[config.mk]
export PLATFORM = sky130hd
export DESIGN_NAME = sha256_byte_stream_hasher_flat
export DESIGN_NICKNAME = d
export VERILOG_FILES = /design/src/sv/sbsh_pkg.sv /design/src/sv/sbsh_if.sv /design/src/sv/sha256_byte_stream_hasher.sv /design/src/flat_wrapper.sv
export VERILOG_INCLUDE_DIRS = /design/src /design/src/sv
export SDC_FILE = /design/constraint.sdc
export NUM_CORES = 2
export LEC_CHECK = 0
export BUFFER_PORTS_ARGS = -buffer_cell sky130_fd_sc_hd__buf_2
export CAP_MARGIN = 0
export CORE_MARGIN = 1
export CORE_UTILIZATION = 55
export CTS_CLUSTER_SIZE = 24
export DETAILED_ROUTE_END_ITERATION = 10
export PLACE_DENSITY = 0.76
export SETUP_SLACK_MARGIN = 0.02
export SYNTH_ARGS = -nofsm -noshare
export SYNTH_HDL_FRONTEND = slang
export SYNTH_SLANG_ARGS = --single-unit
[constraint.sdc]
create_clock -name clk -period 18.45 [get_ports clk]
set_input_delay 3.69 -clock clk [delete_from_list [all_inputs] [get_ports clk]]
set_output_delay 3.69 -clock clk [all_outputs]
set_load 0.03 [all_outputs]
[src/sv/sha256_byte_stream_hasher_assert.svh]
// assertion macros for the hasher
`ifndef SHA256_BYTE_STREAM_HASHER_ASSERT_SVH
`define SHA256_BYTE_STREAM_HASHER_ASSERT_SVH

// consequent checked in the same cycle
`define SBSH_ASSERT_NOW(label, clk, rst_n, ante, cons) \
    label: assert property (@(posedge clk) disable iff (!rst_n) (ante) |-> (cons)) \
        else $error("sbsh assertion failed");

// consequent checked in the cycle after the antecedent
`define SBSH_ASSERT_NEXT(label, clk, rst_n, ante, cons) \
    label: assert property (@(posedge clk) disable iff (!rst_n) (ante) |=> (cons)) \
        else $error("sbsh assertion failed");

`endif

[src/sv/sbsh_pkg.sv]
package sbsh_pkg;

    typedef logic [31:0] word_t;
    typedef logic [0:15][31:0] sched_t;

    localparam logic [7:0] PAD_MARK = 8'h80;
    localparam logic [5:0] LEN_START = 6'd56;
    localparam logic [5:0] LAST_POS = 6'd63;
    localparam logic [5:0] LAST_ROUND = 6'd63;

    localparam word_t H_INIT [8] = '{
        32'h6a09e667, 32'hbb67ae85, 32'h3c6ef372, 32'ha54ff53a,
        32'h510e527f, 32'h9b05688c, 32'h1f83d9ab, 32'h5be0cd19
    };

    localparam word_t K_TABLE [64] = '{
        32'h428a2f98, 32'h71374491, 32'hb5c0fbcf, 32'he9b5dba5,
        32'h3956c25b, 32'h59f111f1, 32'h923f82a4, 32'hab1c5ed5,
        32'hd807aa98, 32'h12835b01, 32'h243185be, 32'h550c7dc3,
        32'h72be5d74, 32'h80deb1fe, 32'h9bdc06a7, 32'hc19bf174,
        32'he49b69c1, 32'hefbe4786, 32'h0fc19dc6, 32'h240ca1cc,
        32'h2de92c6f, 32'h4a7484aa, 32'h5cb0a9dc, 32'h76f988da,
        32'h983e5152, 32'ha831c66d, 32'hb00327c8, 32'hbf597fc7,
        32'hc6e00bf3, 32'hd5a79147, 32'h06ca6351, 32'h14292967,
        32'h27b70a85, 32'h2e1b2138, 32'h4d2c6dfc, 32'h53380d13,
        32'h650a7354, 32'h766a0abb, 32'h81c2c92e, 32'h92722c85,
        32'ha2bfe8a1, 32'ha81a664b, 32'hc24b8b70, 32'hc76c51a3,
        32'hd192e819, 32'hd6990624, 32'hf40e3585, 32'h106aa070,
        32'h19a4c116, 32'h1e376c08, 32'h2748774c, 32'h34b0bcb5,
        32'h391c0cb3, 32'h4ed8aa4a, 32'h5b9cca4f, 32'h682e6ff3,
        32'h748f82ee, 32'h78a5636f, 32'h84c87814, 32'h8cc70208,
        32'h90befffa, 32'ha4506ceb, 32'hbef9a3f7, 32'hc67178f2
    };

    function automatic word_t rotr(input word_t x, input int n);
        return (x >> n) | (x << (32 - n));
    endfunction

    function automatic word_t big_sigma0(input word_t x);
        return rotr(x, 2) ^ rotr(x, 13) ^ rotr(x, 22);
    endfunction

    function automatic word_t big_sigma1(input word_t x);
        return rotr(x, 6) ^ rotr(x, 11) ^ rotr(x, 25);
    endfunction

    function automatic word_t small_sigma0(input word_t x);
        return rotr(x, 7) ^ rotr(x, 18) ^ (x >> 3);
    endfunction

    function automatic word_t small_sigma1(input word_t x);
        return rotr(x, 17) ^ rotr(x, 19) ^ (x >> 10);
    endfunction

endpackage

[src/sv/sbsh_if.sv]
interface sbsh_in_if;
    logic       valid;
    logic       ready;
    logic [7:0] data_byte;
    logic       has_byte;
    logic       is_last;

    modport source (output valid, output data_byte, output has_byte, output is_last,
                    input ready);
    modport sink (input valid, input data_byte, input has_byte, input is_last,
                  output ready);
endinterface

interface sbsh_out_if;
    logic        valid;
    logic        ready;
    logic [63:0] digest_word_a;
    logic [63:0] digest_word_b;
    logic [63:0] digest_word_c;
    logic [63:0] digest_word_d;

    modport source (output valid, output digest_word_a, output digest_word_b,
                    output digest_word_c, output digest_word_d, input ready);
    modport sink (input valid, input digest_word_a, input digest_word_b,
                  input digest_word_c, input digest_word_d, output ready);
endinterface

[src/sv/sha256_byte_stream_hasher.sv]
// SHA-256 hasher for a byte stream.
// msg channel: one item per message byte (has_byte), is_last closes the message;
// a last item without a byte ends the message as is, so an empty message works.
// digest channel: one item per message, the 256-bit digest as four big-endian
// 64-bit words, digest_word_a holding digest bytes 0 to 7.
// Bytes are taken one per cycle while a block fills. The 64th byte of a block
// starts the compression: 64 rounds on the single round unit, one round per
// cycle, then a fold step adds the result into the chaining words, and msg is
// not ready during the rounds and the fold. On a last item the padding is
// shifted in one byte per cycle (0x80, zeros, bit length), then one or two
// compressions follow, two when the length spills into a second block.
// The digest sits in an output register; new bytes are taken while it waits.
// If the next message finishes while the old digest is still not taken, the
// block holds in its fold step until digest ready is seen.
// Reset (rst_n low, asynchronous) loads the initial chaining words, clears the
// byte count and drops digest valid.
module sha256_byte_stream_hasher
    import sbsh_pkg::*;
(
    input  logic              clk,
    input  logic              rst_n,
    sbsh_in_if.sink           msg,
    sbsh_out_if.source        digest
);

    typedef enum logic [3:0] {
        ST_LOAD   = 4'b0001,
        ST_ROUND  = 4'b0010,
        ST_UPDATE = 4'b0100,
        ST_PAD    = 4'b1000
    } state_t;

    state_t       state_reg, state_next;
    logic [60:0]  count_reg, count_next;
    logic [5:0]   fill_reg, fill_next;
    logic [5:0]   round_reg, round_next;
    logic         mark_reg, mark_next;
    logic         len_ok_reg, len_ok_next;
    logic         final_reg, final_next;
    logic         pend_reg, pend_next;
    logic         out_valid_reg, out_valid_next;
    word_t        chain_reg [8];
    word_t        chain_next [8];
    word_t        v_reg [8];
    word_t        v_next [8];
    sched_t       w_reg, w_next;
    logic [255:0] dig_reg, dig_next;

    logic [511:0] w_flat;
    logic         msg_fire;
    logic         out_fire;
    word_t        t1;
    word_t        t2;
    word_t        new_w;
    word_t        sums [8];
    logic [63:0]  bit_len;
    logic [7:0]   len_byte;
    logic [7:0]   pad_byte;

    assign msg.ready = (state_reg == ST_LOAD);
    assign msg_fire  = msg.valid && msg.ready;
    assign out_fire  = out_valid_reg && digest.ready;

    assign digest.valid         = out_valid_reg;
    assign digest.digest_word_a = dig_reg[255:192];
    assign digest.digest_word_b = dig_reg[191:128];
    assign digest.digest_word_c = dig_reg[127:64];
    assign digest.digest_word_d = dig_reg[63:0];

    assign w_flat   = w_reg;
    assign bit_len  = {count_reg, 3'b000};
    assign len_byte = 8'(bit_len >> {3'd7 - fill_reg[2:0], 3'b000});
    assign pad_byte = !mark_reg ? PAD_MARK
                    : (len_ok_reg && fill_reg >= LEN_START) ? len_byte : 8'h00;

    // round unit
    always_comb
    begin
        t1 = v_reg[7] + big_sigma1(v_reg[4])
           + ((v_reg[4] & v_reg[5]) ^ (~v_reg[4] & v_reg[6]))
           + K_TABLE[round_reg] + w_reg[0];
        t2 = big_sigma0(v_reg[0])
           + ((v_reg[0] & v_reg[1]) ^ (v_reg[0] & v_reg[2]) ^ (v_reg[1] & v_reg[2]));
        new_w = small_sigma1(w_reg[14]) + w_reg[9] + small_sigma0(w_reg[1]) + w_reg[0];
        for (int i = 0; i < 8; i++)
        begin
            sums[i] = chain_reg[i] + v_reg[i];
        end
    end

    always_comb
    begin
        state_next     = state_reg;
        count_next     = count_reg;
        fill_next      = fill_reg;
        round_next     = round_reg;
        mark_next      = mark_reg;
        len_ok_next    = len_ok_reg;
        final_next     = final_reg;
        pend_next      = pend_reg;
        out_valid_next = out_fire ? 1'b0 : out_valid_reg;
        chain_next     = chain_reg;
        v_next         = v_reg;
        w_next         = w_reg;
        dig_next       = dig_reg;

        case (state_reg)
            ST_LOAD:
            begin
                if (msg_fire)
                begin
                    if (msg.has_byte)
                    begin
                        w_next     = {w_flat[503:0], msg.data_byte};
                        count_next = count_reg + 61'd1;
                        fill_next  = fill_reg + 6'd1;
                        if (fill_reg == LAST_POS)
                        begin
                            state_next = ST_ROUND;
                            round_next = '0;
                            v_next     = chain_reg;
                            final_next = 1'b0;
                            pend_next  = msg.is_last;
                            mark_next  = 1'b0;
                        end
                        else if (msg.is_last)
                        begin
                            state_next = ST_PAD;
                            mark_next  = 1'b0;
                        end
                    end
                    else if (msg.is_last)
                    begin
                        state_next = ST_PAD;
                        mark_next  = 1'b0;
                    end
                end
            end
            ST_PAD:
            begin
                w_next    = {w_flat[503:0], pad_byte};
                fill_next = fill_reg + 6'd1;
                if (!mark_reg)
                begin
                    mark_next   = 1'b1;
                    len_ok_next = (fill_reg < LEN_START);
                end
                if (fill_reg == LAST_POS)
                begin
                    state_next = ST_ROUND;
                    round_next = '0;
                    v_next     = chain_reg;
                    final_next = mark_reg && len_ok_reg;
                    pend_next  = 1'b1;
                end
            end
            ST_ROUND:
            begin
                v_next[7]  = v_reg[6];
                v_next[6]  = v_reg[5];
                v_next[5]  = v_reg[4];
                v_next[4]  = v_reg[3] + t1;
                v_next[3]  = v_reg[2];
                v_next[2]  = v_reg[1];
                v_next[1]  = v_reg[0];
                v_next[0]  = t1 + t2;
                w_next     = {w_flat[479:0], new_w};
                round_next = round_reg + 6'd1;
                if (round_reg == LAST_ROUND)
                begin
                    state_next = ST_UPDATE;
                end
            end
            ST_UPDATE:
            begin
                if (final_reg)
                begin
                    // hold here while the previous digest is still waiting
                    if (!out_valid_reg || out_fire)
                    begin
                        dig_next = {sums[0], sums[1], sums[2], sums[3],
                                    sums[4], sums[5], sums[6], sums[7]};
                        out_valid_next = 1'b1;
                        chain_next     = H_INIT;
                        count_next     = '0;
                        fill_next      = '0;
                        final_next     = 1'b0;
                        pend_next      = 1'b0;
                        state_next     = ST_LOAD;
                    end
                end
                else
                begin
                    chain_next = sums;
                    if (pend_reg)
                    begin
                        state_next  = ST_PAD;
                        len_ok_next = 1'b1;
                    end
                    else
                    begin
                        state_next = ST_LOAD;
                    end
                end
            end
            default:
            begin
                state_next = ST_LOAD;
            end
        endcase
    end

    always_ff @(posedge clk or negedge rst_n)
    begin
        if (!rst_n)
        begin
            state_reg     <= ST_LOAD;
            count_reg     <= '0;
            fill_reg      <= '0;
            round_reg     <= '0;
            mark_reg      <= 1'b0;
            len_ok_reg    <= 1'b0;
            final_reg     <= 1'b0;
            pend_reg      <= 1'b0;
            out_valid_reg <= 1'b0;
            chain_reg     <= H_INIT;
        end
        else
        begin
            state_reg     <= state_next;
            count_reg     <= count_next;
            fill_reg      <= fill_next;
            round_reg     <= round_next;
            mark_reg      <= mark_next;
            len_ok_reg    <= len_ok_next;
            final_reg     <= final_next;
            pend_reg      <= pend_next;
            out_valid_reg <= out_valid_next;
            chain_reg     <= chain_next;
        end
    end

    always_ff @(posedge clk)
    begin
        v_reg   <= v_next;
        w_reg   <= w_next;
        dig_reg <= dig_next;
    end

`include "sha256_byte_stream_hasher_assert.svh"

    `SBSH_ASSERT_NOW(a_round_starts_at_zero, clk, rst_n,
        (state_reg != ST_ROUND) ##1 (state_reg == ST_ROUND), round_reg == '0)
    `SBSH_ASSERT_NEXT(a_fold_after_last_round, clk, rst_n,
        (state_reg == ST_ROUND) && (round_reg == LAST_ROUND), state_reg == ST_UPDATE)
    `SBSH_ASSERT_NOW(a_fill_tracks_count, clk, rst_n,
        state_reg == ST_LOAD, fill_reg == count_reg[5:0])
    `SBSH_ASSERT_NOW(a_final_has_length, clk, rst_n,
        (state_reg == ST_UPDATE) && final_reg, mark_reg && len_ok_reg && pend_reg)

endmodule
[src/flat_wrapper.sv]
// flat-port wrapper written by rule: the top's interface ports become plain ports
module sha256_byte_stream_hasher_flat import sbsh_pkg::*;
  (clk, rst_n, msg_valid, msg_data_byte, msg_has_byte, msg_is_last, msg_ready, digest_valid, digest_digest_word_a, digest_digest_word_b, digest_digest_word_c, digest_digest_word_d, digest_ready);
  sbsh_in_if msg_i ();
  sbsh_out_if digest_i ();
  input  logic clk;
  input  logic rst_n;
  input wire logic [$bits(msg_i.valid)-1:0] msg_valid;
  input wire logic [$bits(msg_i.data_byte)-1:0] msg_data_byte;
  input wire logic [$bits(msg_i.has_byte)-1:0] msg_has_byte;
  input wire logic [$bits(msg_i.is_last)-1:0] msg_is_last;
  output wire logic [$bits(msg_i.ready)-1:0] msg_ready;
  output wire logic [$bits(digest_i.valid)-1:0] digest_valid;
  output wire logic [$bits(digest_i.digest_word_a)-1:0] digest_digest_word_a;
  output wire logic [$bits(digest_i.digest_word_b)-1:0] digest_digest_word_b;
  output wire logic [$bits(digest_i.digest_word_c)-1:0] digest_digest_word_c;
  output wire logic [$bits(digest_i.digest_word_d)-1:0] digest_digest_word_d;
  input wire logic [$bits(digest_i.ready)-1:0] digest_ready;
  assign msg_i.valid = msg_valid;
  assign msg_i.data_byte = msg_data_byte;
  assign msg_i.has_byte = msg_has_byte;
  assign msg_i.is_last = msg_is_last;
  assign msg_ready = msg_i.ready;
  assign digest_valid = digest_i.valid;
  assign digest_digest_word_a = digest_i.digest_word_a;
  assign digest_digest_word_b = digest_i.digest_word_b;
  assign digest_digest_word_c = digest_i.digest_word_c;
  assign digest_digest_word_d = digest_i.digest_word_d;
  assign digest_i.ready = digest_ready;
  sha256_byte_stream_hasher u_core (.clk(clk), .rst_n(rst_n), .msg(msg_i), .digest(digest_i));
endmodule
==> flow_metrics.env <==
export IMPL_grt_max_degree=234
export IMPL_hold_class="flip-flop to flip-flop"
export IMPL_endpoint="u_core.v_reg[126]$_DFFE_PP_"
export IMPL_run_status="finished, final reports clean"
export IMPL_power_frac_comb=0.003
export IMPL_power_mw=6.395
export IMPL_htree_levels=4
export IMPL_synthFlopType="edfxtp_1"
export IMPL_synth_area_leaders="edfxtp_1 (38%), nand2_1 (11%), dfrtp_1 (6.2%), ha_1 (6.1%), xnor2_1 (4.9%)"
export IMPL_utilization=0.6109
export IMPL_grt_pass1_wl_um=384900
export IMPL_vias=63160
export IMPL_rows=140
export IMPL_fin_crit_sh=0.5350
export IMPL_ctsResizeCount=0
export IMPL_synth_top_area_cell="edfxtp_1"
export IMPL_die_w_um=386.5
export IMPL_dr_pass1_iters=6
export IMPL_ys_seq_area_frac=0.4844
export IMPL_worst_slew_pin_slew_ns=1.259
export IMPL_setup_viol=0
export IMPL_crit_required_ns=18.96
export IMPL_crit_arrival_ns=10.38
export IMPL_timing_rr_end="u_core.v_reg[126]$_DFFE_PP_"
export IMPL_synth_most_common_cell="nand2_1"
export IMPL_synthesis_area_um2=81300
export IMPL_synth_enable_flop_cells=1024
export IMPL_slowest_delay_ns=0.88
export IMPL_grt_pass1_vias=60020
export IMPL_die_area_um2=149400
export IMPL_cp_startpoint="u_core.round_reg[1]$_DFFE_PN0P_"
export IMPL_synth_cell_types=90
export IMPL_fin_crit_ns=9.871
export IMPL_fmax_mhz=101.3
export IMPL_nFillCells=12060
export IMPL_ant_nets=0
export IMPL_p_int_mw=5.063
export IMPL_nNetsFinal=8830
export IMPL_wl_per_cell_um=25.35
export IMPL_power_density_nw_per_um2=71.66
export IMPL_r2r_cells=36
export IMPL_synth_top_cell_area_share=0.3782
export IMPL_largest_reg_flops=512
export IMPL_wirelength_um=260500
export IMPL_finalHoldViolCount=0
export IMPL_core_um2=146100
export IMPL_cts_tree="built"
export IMPL_p_clk_frac=0.487
export IMPL_drc=0
export IMPL_drt_iter0_markers=6902
export IMPL_power_frac_seq=0.510
export IMPL_cts_root_buf="clkbuf_16"
export IMPL_globalplace_congestion=0.9849
export IMPL_postCtsHoldBufs=0
export IMPL_initial_core_util=0.5565
export IMPL_min_from="u_core.chain_reg[95]$_DFFE_PN1P_"
export IMPL_path_max_fanout=19
export IMPL_die_y_um=386.5
export IMPL_slew_viol_final=0
export IMPL_power_switching_mw=1.333
export IMPL_synthArstFlopShare=0.2482
export IMPL_cp_end_kind="flip-flop"
export IMPL_worstSetupPathType="flip-flop to flip-flop"
export IMPL_syn_avg_cell_area_um2=9.960
export IMPL_clk_pin_slew_worst_paths_ns=0.06
export IMPL_insertion_delay_ns=0.82
export IMPL_netlist_instances=8162
export IMPL_track_usage=0.3437
export IMPL_cts_buffer_depth=3
export IMPL_ys_ff_latch=1362
export IMPL_finalSetupTns_ns=0
export IMPL_cap_violations=0
export IMPL_rsz0062_at_grt="false"
export IMPL_portBuffers=271
export IMPL_skew_ns=0.04448
export IMPL_clkSinkCount=1362
export IMPL_switching_share=0.2084
export IMPL_yosys_warnings=0
export IMPL_overflow=0
export IMPL_critPathLaunchType="flip-flop"
export IMPL_slew_headroom=0.1495
export IMPL_timing_rr_start="u_core.round_reg[1]$_DFFE_PN0P_"
export IMPL_ys_top_cells_by_count="nand2_1 (2333), edfxtp_1 (1024), xnor2_1 (455), clkbuf_1 (414), ha_1 (395)"
export IMPL_cts_buffers=149
export IMPL_ios=272
export IMPL_cp_common_cell="a21oi_1"
export IMPL_vdd_drop_max_mv=0.1292
export IMPL_antenna_found_initial=2
export IMPL_via_per_inst=6.148
export IMPL_rrSetupSlack_ns=8.58
export IMPL_leakage_nw=40.41
export IMPL_crit_path_top_delay_cell="ha_1"
export IMPL_post_cts_repair_setup_buffers=0
export IMPL_layout_drive_gt1_share=0.09575
export IMPL_dp_hpwl_um=191200
export IMPL_syn_to_final_growth_pct=9.782
export IMPL_synth_nets=8766
-- critical path, delay by kind of cell, from the launching register on --
family	cells	cell delay (ns)
buffers and inverters	5	0.86
xor gates and xnor gates	2	0.35
DFF	1	0.32
AOI/OAI and AO/OA	18	3.98
and+or+nand+nor	5	1.01
adders and majority gates	6	3.04
-- power by group through the flow --
stage / sequential (mW) / combinational [mW] / clock, mW
finish: 3.26 / 0.0200 / 3.11
floorplan: 3.32 / 0.000356 / 0
global route: 3.26 / 0.0229 / 3.26
detailed placement: 3.32 / 0.0209 / 0
CTS: 3.26 / 0.0209 / 3.15
global placement: 3.32 / 0.0205 / 0
-- cell usage in the layout, fill, tap and decap left out, types with 64 or more instances in the layout --
cell type,count
dfstp_2,137
ha_1,395
inv_1,296
a21oi_1,373
dfrtp_1,197
fa_1,195
xnor2_1,455
buf_4,77
o21ai_0,357
nand2_1,2330
clkbuf_16,155
a21o_1,150
buf_2,270
edfxtp_1,1024
nand3_1,108
a22o_1,117
nor3_1,84
nor2_1,323
o22a_1,127
xor2_1,183
o21bai_1,64
-- cells by family (layout without fill, tap and decap cells) --
group                    Yosys count  count (layout)  share of synthesized area
adder cells (fa/ha/maj)          615             615                     0.1119
XOR/XNOR                         639             639                    0.06901
other                              0               1                          0
AO/OA/AOI/OAI                   1590            1590                     0.1310
buffers and inverters            741             934                    0.03437
AND/OR/NAND/NOR                 3144            3144                     0.1579
flip-flops                      1362            1362                     0.4844
multiplexers                      71              71                    0.01140
-- metrics by stage --
stage	cells	instance area, um2	setup slack (ns)	hold WS, ns
after floorplan	8162	81300	0.7475	0.4788
after detailed placement	9992	84150	8.693	0.4937
final	10270	89250	8.579	0.5044
after CTS	10270	89250	8.619	0.5050
after global routing	10270	89250	8.127	0.5457
after global placement	9992	84150	8.808	0.4934
-- worst min path at each step --
stage | to | cells after the start | slack (ns)
after floorplan | u_core.chain_reg[95]$_DFFE_PN1P_ | 2 | 0.48
after global placement | u_core.chain_reg[95]$_DFFE_PN1P_ | 2 | 0.49
after detailed placement | u_core.chain_reg[95]$_DFFE_PN1P_ | 2 | 0.49
after CTS | u_core.chain_reg[95]$_DFFE_PN1P_ | 2 | 0.51
after global routing | u_core.chain_reg[95]$_DFFE_PN1P_ | 2 | 0.55
final | u_core.chain_reg[95]$_DFFE_PN1P_ | 2 | 0.50
-- cell type report --
type | instances | area [um2] | area share
Clock inverter | 95 | 1054 | 0.01180
Clock buffer | 185 | 4041 | 0.04528
Timing Repair Buffer | 353 | 2044 | 0.02291
Antenna cell | 1 | 2.502 | 0.00002804
Multi-Input combinational cell | 6059 | 39190 | 0.4392
Inverter | 301 | 1130 | 0.01266
Tap cell | 1917 | 2399 | 0.02688
Sequential cell | 1362 | 39380 | 0.4413
-- layer usage --
metal / vias to the layer above / share of wire / global-route usage / routed length (um)
met4: 2 / 0.049 / 0.1515 / 12750
met1: 31050 / 0.42 / 0.4823 / 108400
met5: - / 0.000050 / 0 / 13
li1: 28500 / - / - / -
met2: 3014 / 0.44 / 0.5127 / 113800
met3: 593 / 0.098 / 0.07544 / 25450
No activity file was read; power rests on OpenSTA's default activity.
